[config.mk]
export PLATFORM = sky130hd
export DESIGN_NAME = playback_jitter_buffer_control_core
export DESIGN_NICKNAME = d
export VERILOG_FILES = /design/src/rtl/pjbc_pkg.sv /design/src/rtl/playback_jitter_buffer_control_core.sv
export SDC_FILE = /design/constraint.sdc
export NUM_CORES = 1
export LEC_CHECK = 0
export BUFFER_PORTS_ARGS = -buffer_cell sky130_fd_sc_hd__buf_2
export CAP_MARGIN = 20
export CORE_MARGIN = 10
export CORE_UTILIZATION = 50
export CTS_BUF_LIST = sky130_fd_sc_hd__clkbuf_8
export DETAILED_ROUTE_END_ITERATION = 8
export GPL_TIMING_DRIVEN = 0
export HOLD_SLACK_MARGIN = 0.15
export PLACE_DENSITY_LB_ADDON = 0.3
export SYNTH_ARGS = -nofsm -noshare
export SYNTH_HDL_FRONTEND = slang
export SYNTH_SLANG_ARGS = --single-unit
[constraint.sdc]
create_clock -name clk_i -period 3.75 [get_ports clk_i]
set_clock_uncertainty 0.15 [all_clocks]
set_input_delay 0.5625 -clock clk_i [delete_from_list [all_inputs] [get_ports clk_i]]
set_output_delay 0.5625 -clock clk_i [all_outputs]
set_load 0.01 [all_outputs]
[src/rtl/pjbc_pkg.sv]
// pjbc_pkg: shared types, codes and defaults for the playback jitter buffer control core
// no dependencies; imported by playback_jitter_buffer_control_core
package pjbc_pkg;

  // default sizing
  localparam int unsigned MaxSlotsDef     = 128;
  localparam int unsigned FrameSamplesDef = 320;

  // field widths
  localparam int unsigned ActionW  = 3;
  localparam int unsigned SeqW     = 32;
  localparam int unsigned BytesW   = 10;
  localparam int unsigned StatusW  = 4;
  localparam int unsigned SamplesW = 9;
  localparam int unsigned FillW    = 8;
  localparam int unsigned GraceW   = 10;
  localparam int unsigned CfgIdxW  = 2;
  localparam int unsigned CfgDataW = 10;

  // stream bus widths, padded to whole bytes
  localparam int unsigned InDataW  = 48;
  localparam int unsigned OutDataW = 16;

  // register reset values
  localparam logic [FillW-1:0]  CapacityRst = 8'd75;
  localparam logic [FillW-1:0]  InitFillRst = 8'd9;
  localparam logic [FillW-1:0]  RebufFillRst = 8'd2;
  localparam logic [GraceW-1:0] GraceRst    = 10'd30;

  typedef enum logic [CfgIdxW-1:0] {
    CFG_CAPACITY  = 2'd0,
    CFG_INIT_FILL = 2'd1,
    CFG_REBUF_FILL = 2'd2,
    CFG_GRACE     = 2'd3
  } cfg_idx_e;

  typedef enum logic [ActionW-1:0] {
    ACT_BEGIN = 3'd0,
    ACT_PUSH  = 3'd1,
    ACT_END   = 3'd2,
    ACT_DROP  = 3'd3,
    ACT_POP   = 3'd4,
    ACT_TICK  = 3'd5
  } action_e;

  typedef enum logic [StatusW-1:0] {
    ST_ACCEPTED   = 4'd0,
    ST_INVALID    = 4'd1,
    ST_NOT_ACTIVE = 4'd2,
    ST_ENDING     = 4'd3,
    ST_FULL       = 4'd4,
    ST_GAP        = 4'd5,
    ST_REJECTED   = 4'd6,
    ST_NOT_READY  = 4'd7,
    ST_FRAME      = 4'd8,
    ST_FINISHED   = 4'd9
  } status_e;

  typedef struct packed {
    logic                stream_active;
    logic                stream_ending;
    logic                drop_pending;
    logic                has_started;
    logic                in_rebuffer;
    logic [SamplesW-1:0] tail_samples;
    logic [SeqW-1:0]     expected_sequence;
    logic [GraceW-1:0]   empty_tick_count;
  } flags_t;

endpackage

[src/rtl/playback_jitter_buffer_control_core.sv]
// playback_jitter_buffer_control_core: control side of a playback jitter buffer
// depends on pjbc_pkg for codes, widths and register defaults
//
// usage:
//   slave stream: one action per item. tuser carries the action code (begin, push,
//   end, drop, pop, tick); tdata carries frame_sequence in bits 31:0 and frame_bytes
//   in bits 41:32 (upper bits zero). only push looks at tdata.
//   master stream: exactly one result item per input item, in order. tuser is the
//   status code, tlast marks the final popped frame of a stream, tdata carries
//   slot_samples in bits 8:0 and the discarded flag in bit 9.
//   config port: cfg_we_i writes cfg_data_i into register cfg_idx_i at the clock edge
//   (capacity, initial fill, rebuffer fill, grace ticks); write only while idle.
// path: an accepted item lands in the input register, is evaluated there against the
//   stream state, and its result is shown from the output register.
// throughput: one item per cycle while the output is not stalled; the state update is
//   a single pass of flag and counter logic, so nothing recirculates.
// reset: rst_ni clears the stream state, both pipeline valids and restores the
//   register defaults (75 / 9 / 2 / 30).
// stall: when m_axis_tready is low the result holds, the input register fills, and
//   s_axis_tready drops until the output drains.
module playback_jitter_buffer_control_core #(
  parameter int unsigned MAX_SLOTS     = pjbc_pkg::MaxSlotsDef,
  parameter int unsigned FRAME_SAMPLES = pjbc_pkg::FrameSamplesDef
) (
  input  logic                          clk_i,
  input  logic                          rst_ni,
  // config write port
  input  logic                          cfg_we_i,
  input  logic [pjbc_pkg::CfgIdxW-1:0]  cfg_idx_i,
  input  logic [pjbc_pkg::CfgDataW-1:0] cfg_data_i,
  // action items
  input  logic                          s_axis_tvalid,
  output logic                          s_axis_tready,
  input  logic [pjbc_pkg::InDataW-1:0]  s_axis_tdata,  // frame_sequence, frame_bytes
  input  logic [pjbc_pkg::ActionW-1:0]  s_axis_tuser,  // action
  // result items
  output logic                          m_axis_tvalid,
  input  logic                          m_axis_tready,
  output logic [pjbc_pkg::OutDataW-1:0] m_axis_tdata,  // slot_samples, discarded
  output logic [pjbc_pkg::StatusW-1:0]  m_axis_tuser,  // status
  output logic                          m_axis_tlast   // final frame mark
);
  import pjbc_pkg::*;

  localparam int unsigned SlotW = $clog2(MAX_SLOTS + 1);
  localparam int unsigned CmpW  = (SlotW > FillW) ? SlotW : FillW;
  localparam int unsigned LenW  = 12;  // holds 2 * FRAME_SAMPLES over the whole range

  localparam logic [CmpW-1:0]     MaxSlotsC   = CmpW'(MAX_SLOTS);
  localparam logic [LenW-1:0]     MaxBytesC   = LenW'(2 * FRAME_SAMPLES);
  localparam logic [LenW-1:0]     FrameLenC   = LenW'(FRAME_SAMPLES);
  localparam logic [SamplesW-1:0] FrameSampC  = SamplesW'(FRAME_SAMPLES);

  // configuration registers
  logic [FillW-1:0]  capacity_q, init_fill_q, rebuf_fill_q;
  logic [GraceW-1:0] grace_q;

  // input register
  logic               in_vld_q;
  logic [ActionW-1:0] in_act_q;
  logic [SeqW-1:0]    in_seq_q;
  logic [BytesW-1:0]  in_bytes_q;

  // stream state
  flags_t           st_q, st_d;
  logic [SlotW-1:0] slot_q, slot_d;

  // result register
  logic                out_vld_q;
  logic [StatusW-1:0]  status_q, status_d;
  logic [SamplesW-1:0] samples_q, samples_d;
  logic                last_q, last_d;
  logic                disc_q, disc_d;

  logic advance;   // input register moves into the result register
  logic in_take;

  assign advance       = in_vld_q && (!out_vld_q || m_axis_tready);
  assign s_axis_tready = !in_vld_q || advance;
  assign in_take       = s_axis_tvalid && s_axis_tready;

  always_ff @(posedge clk_i or negedge rst_ni) begin
    if (!rst_ni) begin
      capacity_q   <= CapacityRst;
      init_fill_q  <= InitFillRst;
      rebuf_fill_q <= RebufFillRst;
      grace_q      <= GraceRst;
    end else if (cfg_we_i) begin
      unique case (cfg_idx_e'(cfg_idx_i))
        CFG_CAPACITY:   capacity_q   <= cfg_data_i[FillW-1:0];
        CFG_INIT_FILL:  init_fill_q  <= cfg_data_i[FillW-1:0];
        CFG_REBUF_FILL: rebuf_fill_q <= cfg_data_i[FillW-1:0];
        CFG_GRACE:      grace_q      <= cfg_data_i[GraceW-1:0];
        default:        ;
      endcase
    end
  end

  // input stage
  always_ff @(posedge clk_i or negedge rst_ni) begin
    if (!rst_ni) begin
      in_vld_q <= 1'b0;
    end else if (s_axis_tready) begin
      in_vld_q <= s_axis_tvalid;
    end
  end

  always_ff @(posedge clk_i) begin
    if (in_take) begin
      in_act_q   <= s_axis_tuser;
      in_seq_q   <= s_axis_tdata[SeqW-1:0];
      in_bytes_q <= s_axis_tdata[SeqW+BytesW-1:SeqW];
    end
  end

  // derived state terms
  logic [CmpW-1:0]     slot_ext, full_ext, cap_now;
  logic                tail_held, pop_ready, grace_wait, bad_len;
  logic [SamplesW-1:0] half_bytes;
  logic [GraceW-1:0]   tick_inc;

  always_comb begin
    slot_ext  = CmpW'(slot_q);
    tail_held = (st_q.tail_samples != '0);
    full_ext  = slot_ext - CmpW'(tail_held);
    cap_now   = (CmpW'(capacity_q) < MaxSlotsC) ? CmpW'(capacity_q) : MaxSlotsC;

    // pop readiness, first matching rule wins
    if (!st_q.stream_active) begin
      pop_ready = 1'b0;
    end else if (slot_q == '0) begin
      pop_ready = st_q.stream_ending;
    end else if (st_q.stream_ending) begin
      pop_ready = 1'b1;
    end else if (slot_q == SlotW'(1) && tail_held) begin
      pop_ready = 1'b0;
    end else if (!st_q.has_started) begin
      pop_ready = full_ext >= CmpW'(init_fill_q);
    end else if (st_q.in_rebuffer) begin
      pop_ready = full_ext >= CmpW'(rebuf_fill_q);
    end else begin
      pop_ready = 1'b1;
    end

    grace_wait = st_q.stream_active && st_q.has_started && (slot_q == '0) &&
                 !st_q.stream_ending && !st_q.drop_pending && !st_q.in_rebuffer;

    bad_len    = (in_bytes_q == '0) || in_bytes_q[0] ||
                 (LenW'(in_bytes_q) > MaxBytesC);
    half_bytes = in_bytes_q[BytesW-1:1];
    tick_inc   = st_q.empty_tick_count + GraceW'(1);
  end

  // next state and result for the item in the input register
  always_comb begin
    st_d      = st_q;
    slot_d    = slot_q;
    status_d  = ST_ACCEPTED;
    samples_d = '0;
    last_d    = 1'b0;
    disc_d    = 1'b0;

    unique case (action_e'(in_act_q))
      ACT_BEGIN: begin
        if (st_q.stream_active) begin
          status_d = ST_REJECTED;
        end else begin
          st_d               = '0;
          st_d.stream_active = 1'b1;
          slot_d             = '0;
        end
      end
      ACT_PUSH: begin
        priority if (bad_len) begin
          status_d = ST_INVALID;
        end else if (!st_q.stream_active) begin
          status_d = ST_NOT_ACTIVE;
        end else if (st_q.stream_ending || (slot_q != '0 && tail_held)) begin
          status_d = ST_ENDING;
        end else if (slot_ext >= cap_now) begin
          status_d = ST_FULL;
        end else if (in_seq_q != st_q.expected_sequence) begin
          status_d = ST_GAP;
        end else begin
          slot_d                 = slot_q + SlotW'(1);
          st_d.tail_samples      = (LenW'(half_bytes) != FrameLenC) ? half_bytes : '0;
          st_d.expected_sequence = in_seq_q + SeqW'(1);
          st_d.empty_tick_count  = '0;
        end
      end
      ACT_END: begin
        if (!st_q.stream_active || st_q.stream_ending) begin
          status_d = ST_REJECTED;
        end else begin
          st_d.stream_ending    = 1'b1;
          st_d.empty_tick_count = '0;
        end
      end
      ACT_DROP: begin
        if (!st_q.stream_active) begin
          status_d = ST_REJECTED;
        end else begin
          st_d.drop_pending     = 1'b1;
          slot_d                = '0;
          st_d.tail_samples     = '0;
          st_d.empty_tick_count = '0;
        end
      end
      ACT_POP: begin
        priority if (st_q.stream_active && st_q.drop_pending) begin
          // discarded finish, expected sequence survives
          status_d = ST_FINISHED;
          disc_d   = 1'b1;
          st_d     = '0;
          st_d.expected_sequence = st_q.expected_sequence;
          slot_d   = '0;
        end else if (!pop_ready) begin
          status_d = ST_NOT_READY;
        end else if (slot_q == '0) begin
          status_d = ST_FINISHED;
          st_d     = '0;
          st_d.expected_sequence = st_q.expected_sequence;
          slot_d   = '0;
        end else begin
          status_d = ST_FRAME;
          if (slot_q == SlotW'(1) && tail_held) begin
            samples_d         = st_q.tail_samples;
            st_d.tail_samples = '0;
          end else begin
            samples_d = FrameSampC;
          end
          slot_d                = slot_q - SlotW'(1);
          st_d.has_started      = 1'b1;
          st_d.in_rebuffer      = 1'b0;
          st_d.empty_tick_count = '0;
          // last held slot of an ending stream closes it
          if (st_q.stream_ending && slot_q == SlotW'(1)) begin
            last_d = 1'b1;
            st_d   = '0;
            st_d.expected_sequence = st_q.expected_sequence;
            slot_d = '0;
          end
        end
      end
      ACT_TICK: begin
        if (grace_wait) begin
          if (tick_inc >= grace_q) begin
            st_d.in_rebuffer      = 1'b1;
            st_d.empty_tick_count = '0;
          end else begin
            st_d.empty_tick_count = tick_inc;
          end
        end else begin
          st_d.empty_tick_count = '0;
        end
      end
      default: begin
        status_d = ST_REJECTED;
      end
    endcase
  end

  always_ff @(posedge clk_i or negedge rst_ni) begin
    if (!rst_ni) begin
      st_q      <= '0;
      slot_q    <= '0;
      out_vld_q <= 1'b0;
    end else begin
      if (advance) begin
        st_q   <= st_d;
        slot_q <= slot_d;
      end
      if (advance) begin
        out_vld_q <= 1'b1;
      end else if (m_axis_tready) begin
        out_vld_q <= 1'b0;
      end
    end
  end

  always_ff @(posedge clk_i) begin
    if (advance) begin
      status_q  <= status_d;
      samples_q <= samples_d;
      last_q    <= last_d;
      disc_q    <= disc_d;
    end
  end

  assign m_axis_tvalid = out_vld_q;
  assign m_axis_tuser  = status_q;
  assign m_axis_tlast  = last_q;
  assign m_axis_tdata  = {{(OutDataW-SamplesW-1){1'b0}}, disc_q, samples_q};

endmodule
Word-level counts from Yosys, hierarchy flattened
Index checks and enable logic that the tools add are counted.
W data, S select, Z words.
{ "word_totals": {"reg_bits": 160, "in_bits": 68, "out_inout_bits": 23, "wordCells": 178} }
{ "op_classes": {"addsub": 5, "n_lt_le_gt_ge": 6, "n_eq_ne": 24, "n_mux": 65, "bitwise_logic": 3, "reduce_logical": 52} }
{ "ops": {"columns": ["op", "count"], "rows": [
  ["$mux W51", 5],
  ["$mux W56", 4],
  ["$mux W8", 12],
  ["$pmux W32 S3", 1],
  ["$pmux W10 S6", 1],
  ["$mux W55", 1],
  ["$mux W10", 4],
  ["$mux W9", 4],
  ["$pmux W9 S4", 1],
  ["$add A32 B1 Y32 const B", 1],
  ["$ne A32 B32 Y1", 1],
  ["$pmux W8 S4", 1],
  ["$ge A8 B8 Y1", 3],
  ["$mux W4", 6],
  ["$pmux W4 S6", 1],
  ["$reduce_and A11 Y1", 2],
  ["$ne A2 B2 Y1 const B", 10],
  ["$reduce_and A6 Y1", 3],
  ["$mux W1", 15],
  ["$mux W3", 4],
  ["$logic_and A1 B1 Y1", 11],
  ["$add A10 B1 Y10 const B", 1],
  ["$ge A10 B10 Y1", 1],
  ["$gt A10 B10 Y1 const B", 1],
  ["35 further kinds", 61]
]} }

Logic depth before layout (Yosys ltp)
{ "logic_depth": {"depth_word": 12, "depth_mapped": 15, "mapped_depth_nobuf": 14} }

Worst setup path before layout
OpenSTA, ideal clock, no wires.
{ "synth_timing": {"path_type": "reg2reg", "from": "reg st_q[46] (netlist bit)", "to": "reg slot_q[5] (netlist: slot_ext[5])", "setup_ns": 0.133, "t_arrival_ns": 3.497, "required_ns": 3.467, "setup_slack_ns": -0.030, "path_stages_with_launch": 16, "path_buffers": 1, "synth_period_minus_slack_ns": 3.780, "path_cell_list": "dfrtp_1 nor4_1 nand4_1 ha_1 nand2_1 nor2_1 xor2_1 ha_1 a211oi_1 o21ai_0 a2111oi_0 a221oi_1 o211ai_1 clkbuf_1 nor3_1 a2bb2oi_1"} }
{ "synth_via": {"elab_chain_cells": 11, "word_cells_on_any_way": 16, "cone_classes": "add/sub: 1; order compare: 2; eq/ne: 2; mux: 6; reduce/logical: 5"} }
{ "synth_rtl": {"columns": ["element", "line_no", "text"], "rows": [
  ["from (decl)", "playback_jitter_buffer_control_core.sv:65", "flags_t st_q, st_d;"],
  ["from (signal assigned)", "playback_jitter_buffer_control_core.sv:270", "st_q <= st_d;"],
  ["$reduce_bool A9 Y1 (*)", "playback_jitter_buffer_control_core.sv:124", "tail_held = (st_q.tail_samples != '0);"],
  ["$sub A8 B1 Y8", "playback_jitter_buffer_control_core.sv:125", "full_ext = slot_ext - CmpW'(tail_held);"],
  ["$ge A8 B8 Y1", "playback_jitter_buffer_control_core.sv:140", "pop_ready = full_ext >= CmpW'(rebuf_fill_q);"],
  ["$mux W1", "playback_jitter_buffer_control_core.sv:139", "end else if (st_q.in_rebuffer) begin"],
  ["$mux W1", "playback_jitter_buffer_control_core.sv:137", "end else if (!st_q.has_started) begin"],
  ["$mux W1", "playback_jitter_buffer_control_core.sv:135", "end else if (slot_q == SlotW'(1) && tail_held) begin"],
  ["$mux W1", "playback_jitter_buffer_control_core.sv:133", "end else if (st_q.stream_ending) begin"],
  ["$mux W1", "playback_jitter_buffer_control_core.sv:131", "end else if (slot_q == '0) begin"],
  ["$mux W1", "playback_jitter_buffer_control_core.sv:129", "if (!st_q.stream_active) begin"],
  ["$ne A3 B3 Y1 (no source line)", null, null],
  ["$reduce_and A10 Y1 (no source line) (*)", null, null],
  ["to (signal assigned)", "playback_jitter_buffer_control_core.sv:271", "slot_q <= slot_d;"],
  ["to (decl)", "playback_jitter_buffer_control_core.sv:66", "logic [SlotW-1:0] slot_q, slot_d;"]
]} }
Every way passes the cells marked *; elsewhere a longest branch is shown, timed or not.
A chain may end at the register's enable or synchronous reset.

Worst setup path after layout
{ "layout_timing": {"from": "reg st_q[49] (netlist bit)", "to": "reg st_q[5] (netlist bit)"} }
{ "layout_via": {"elab_chain_cells": 11, "word_cells_on_any_way": 16, "cone_classes": "add/sub: 1; order compare: 2; eq/ne: 2; mux: 6; reduce/logical: 5"} }
{ "layout_rtl": {"columns": ["element", "line_no"], "rows": [
  ["$reduce_bool A9 Y1 (*)", "playback_jitter_buffer_control_core.sv:124"],
  ["$sub A8 B1 Y8", "playback_jitter_buffer_control_core.sv:125"],
  ["$ge A8 B8 Y1", "playback_jitter_buffer_control_core.sv:140"],
  ["$mux W1", "playback_jitter_buffer_control_core.sv:139"],
  ["$mux W1", "playback_jitter_buffer_control_core.sv:137"],
  ["$mux W1", "playback_jitter_buffer_control_core.sv:135"],
  ["$mux W1", "playback_jitter_buffer_control_core.sv:133"],
  ["$mux W1", "playback_jitter_buffer_control_core.sv:131"],
  ["$mux W1", "playback_jitter_buffer_control_core.sv:129"],
  ["$ne A3 B3 Y1 (no source line)", null],
  ["$reduce_and A11 Y1 (no source line) (*)", null]
]} }
Marks and branches as above.

==> reports/results.ini <==
[power]
switchingPower_mw = 2.143
power_frac_seq = 0.398
clkPwrFrac = 0.231
p_int_mw = 3.649
leakagePower_nw = 4.428
swShare = 0.3701
vdd_ir_drop_max_v = 0.0002486
powerDensity_nw_per_um2 = 535.0
pwr-share-comb = 0.372

[cells_and_area]
multi_input_area_sq_um = 4393
diodes = 0
finalNetCount = 1088
drive_above_1_share = 0.2399
area_growth_pct = 23.25
regArea_sq_um = 4318
fill_cells = 1364
stdcell_area_sq_um = 10830

[floorplanning]
floorplan.initialDensity = 0.5096
die_w_microns = 152.5
dieArea_sq_um = 23270
io-pin-count = 91
rows = 48
fp.dieH_microns = 152.5
core_sq_um = 17240

[worst_setup_path]
r2r-end = st_q[5]$_DFFE_PN0P_
startpoint_type = register
worstPathRequired_ns = 4.01
path_class = register to register
slowest_stage = or4_4
rrSetupSlack_ns = -0.17
critPathMaxStageDelay_ns = 0.56
critPathMaxFanout = 5
crit_path_start = st_q[49]$_DFFE_PN0P_
worstSetupEndpointType = register
reg2regPathDepth = 15
crit_arrival_ns = 4.18
cp_cell_sequence = nor4_2, nand4_1, ha_2, nand2_4, nor2_2, xor2_1, ha_1, o211ai_1, o21ai_1, a2111oi_2, a221oi_2, o211ai_1, buf_4, or4_4, o21ai_1
r2r_start = st_q[49]$_DFFE_PN0P_

[timing]
fin_ws_ns = -0.1675
timing.final.crit_share = 1.045
hold_violations = 0
tightest_slew_ns = 1.162
fmax_mhz = 255.3
final_max_slew_viol_count = 0
layout_min_cycle_time_ns = 3.917
slew_headroom = 0.2193
hold_slack_ns = 0.1710
setup_viol = 29
rsz0062_at_grt = yes

[synth]
synth.avg_cell_area_sq_um = 10.82
ys_seq_area_frac = 0.4916
async_flop_share = 0.6250
ys_types = 64
synthCells = 812
synth.top_cell.area_share = 0.2536
syn_area_sq_um = 8783
synth_edf_count = 60
synth_flop_cell = dfrtp_1
ys_warn_count = 0
synth.area.top_cells = dfrtp_1 25%, edfxtp_1 21%, ha_1 5.8%
synth_top_cell_by_area = dfrtp_1
ys_seq_elements = 160

[route]
drt-total-wl_mm = 21.90
ant_nets = 0
num_vias = 7039
drtPass1Iterations = 5
drc_errors = 0
first_iter_violations = 594
wire_per_inst_microns = 17.99
via_per_inst = 5.784

[worst_hold_path]
hold_path_end = grace_q[8]$_DFFE_PN0P_
hold_depth = 2
hold_class = primary input to register
hp-start = cfg_data_i[8]

[placed_design]
detailed_place_hpwl_mm = 15.05
gp_congestion = 0.8914
post_dp_cell_area_sq_um = 9527
io_buffers = 78

[global_route]
overflow = 0
grt_pass1_wl_mm = 34.94
antenna_found_initial = 0
grt_use_total = 0.1808
grt_max_degree = 68
grt_pass1_vias = 6814

[clock_tree]
clk_latency_ns = 0.49
htree_levels = 4
clock-sinks = 160
numCtsBuffers = 17
cts_tree = built
clockRootBuffer = clkbuf_8
cts_buffer_depth = 2
clkTransAtPathRegs_ns = 0.09

[status]
violations = setup timing
status = finished, violations left

[job]
drv_cap = 0

==> per-layer routing <==
metal,wire [microns],share of wire,global-route usage
met5,0,0,0
met4,395,0.018,0.05767
met3,1313,0.060,0.04008
met2,10730,0.49,0.2915
met1,9451,0.43,0.2368
==> area by class of cell <==
class / instances / share of cell area
flip-flops and latches: 160 / 0.3989
multi-input cells: 575 / 0.4058
clock inverters: 15 / 0.01618
repair buffers: 143 / 0.09778
clock buffers: 17 / 0.02161
inverters: 44 / 0.01526
plain buffers: 38 / 0.01849
well taps: 225 / 0.02601
==> metrics by stage <==
stage	util	power [mW]	setup TNS (ns)	std cells	worst slack [ns]
floorplan	-	3.498	0	817	0.03976
global placement	0.5497	3.927	-25.65	1120	-0.9275
detailed placement	0.5527	3.999	-24.57	1122	-0.8776
CTS	0.6148	5.597	-0.9085	1210	-0.1304
global route	0.6280	6.130	-7.420	1217	-0.3286
finish	0.6280	5.792	-1.934	1217	-0.1675
==> cells in the mapped netlist (2+ instances only) <==
cell type   n
dfrtp_1    89
edfxtp_1   60
nand2_1    56
o21ai_0    54
xnor2_1    51
mux2_2     45
inv_1      43
nor2_1     42
ha_1       41
o41ai_1    30
clkbuf_1   28
nand3_1    28
xor2_1     22
nand4_1    18
a21oi_1    17
nor4_1     16
dfstp_2    11
nand2b_1   11
mux2i_1    10
nor3_1     10
and3_1      9
nor2b_1     9
a211oi_1    8
o211ai_1    8
o31ai_1     8
buf_4       7
o21a_1      7
and4_1      6
nand3b_1    5
o21ai_1     5
a21boi_0    4
a31oi_1     4
and2_1      4
o32a_1      4
or3_1       4
nor3b_1     3
a21o_1      2
buf_2       2
nor4b_1     2
o211a_1     2
o311ai_0    2
o31a_1      2
or4_1       2
==> worst max path at each step <==
| stage | end | slack [ns] | depth (start not counted) |
|---|---|---|---|
| 2_1_floorplan | slot_ext[5]$_DFFE_PN0P_ | 0.04 | 15 |
| 5_1_grt | st_q[5]$_DFFE_PN0P_ | -0.33 | 13 |
| 3_5_place_dp | slot_ext[5]$_DFFE_PN0P_ | -0.88 | 15 |
| 6_report | st_q[5]$_DFFE_PN0P_ | -0.17 | 15 |
| 4_1_cts | st_q[5]$_DFFE_PN0P_ | -0.13 | 15 |
| 3_3_place_gp | slot_ext[5]$_DFFE_PN0P_ | -0.93 | 15 |
==> registers in the layout, indices dropped and copies added (netlist names) <==
register	flops
rebuf_fill_q	8
disc_q	1
slot_ext	8
init_fill_q	8
m_axis_tlast	1
m_axis_tvalid	1
in_vld_q	1
m_axis_tuser	4
capacity_q	8
grace_q	10
in_bytes_q	10
samples_q	9
in_seq_q	32
st_q	56
in_act_q	3
==> cells by family (layout without fill, tap and decap cells) <==
logic type	after synthesis	in the layout	synth area share
and+or+nand+nor	229	229	0.1352
AOI/OAI and AO/OA	171	171	0.1333
buffers and inverters	82	257	0.03917
xor gates and xnor gates	73	73	0.07279
adders and majority gates	41	41	0.05840
DFF	160	160	0.4916
other	1	6	0.0004269
muxes	55	55	0.06909
==> cell usage in the layout (no fill, tap or decap), types with 22 or more instances in the layout <==
master          n
o21ai_0        47
clkbuf_1       26
edfxtp_1       60
xnor2_1        50
dlygate4sd3_1  48
mux2_2         42
inv_1          44
buf_2          79
ha_1           39
o41ai_1        27
xor2_1         22
dfrtp_1        89
nor2_1         39
nand2_1        55
nand3_1        25
==> worst max-delay path: cells and delay by family, from the launching register on <==
kind	cells	cell delay, ns
AOI/OAI and AO/OA	6	1.04
DFF	1	0.41
adders and majority gates	2	0.62
buffers and inverters	1	0.21
and+or+nand+nor	5	1.24
xor gates and xnor gates	1	0.18
==> repair_timing <==
action	in CTS	in global routing
hold buffers	48	0
resized for setup	31	40
setup endpoints to repair	46	46
endpoints found under the hold margin	69	0
setup buffers	7	6
pin swaps	12	14
cloned	1	0
==> power groups by stage <==
stage               Combinational [mW]  Sequential (mW)  Clock, mW
detailed placement                1.67             2.33          0
CTS                               1.95             2.29       1.35
global placement                  1.61             2.32          0
floorplan                         1.23             2.27          0
global route                      2.37             2.33       1.43
finish                            2.15             2.30       1.34
No activity file was read; power rests on OpenSTA's default activity.
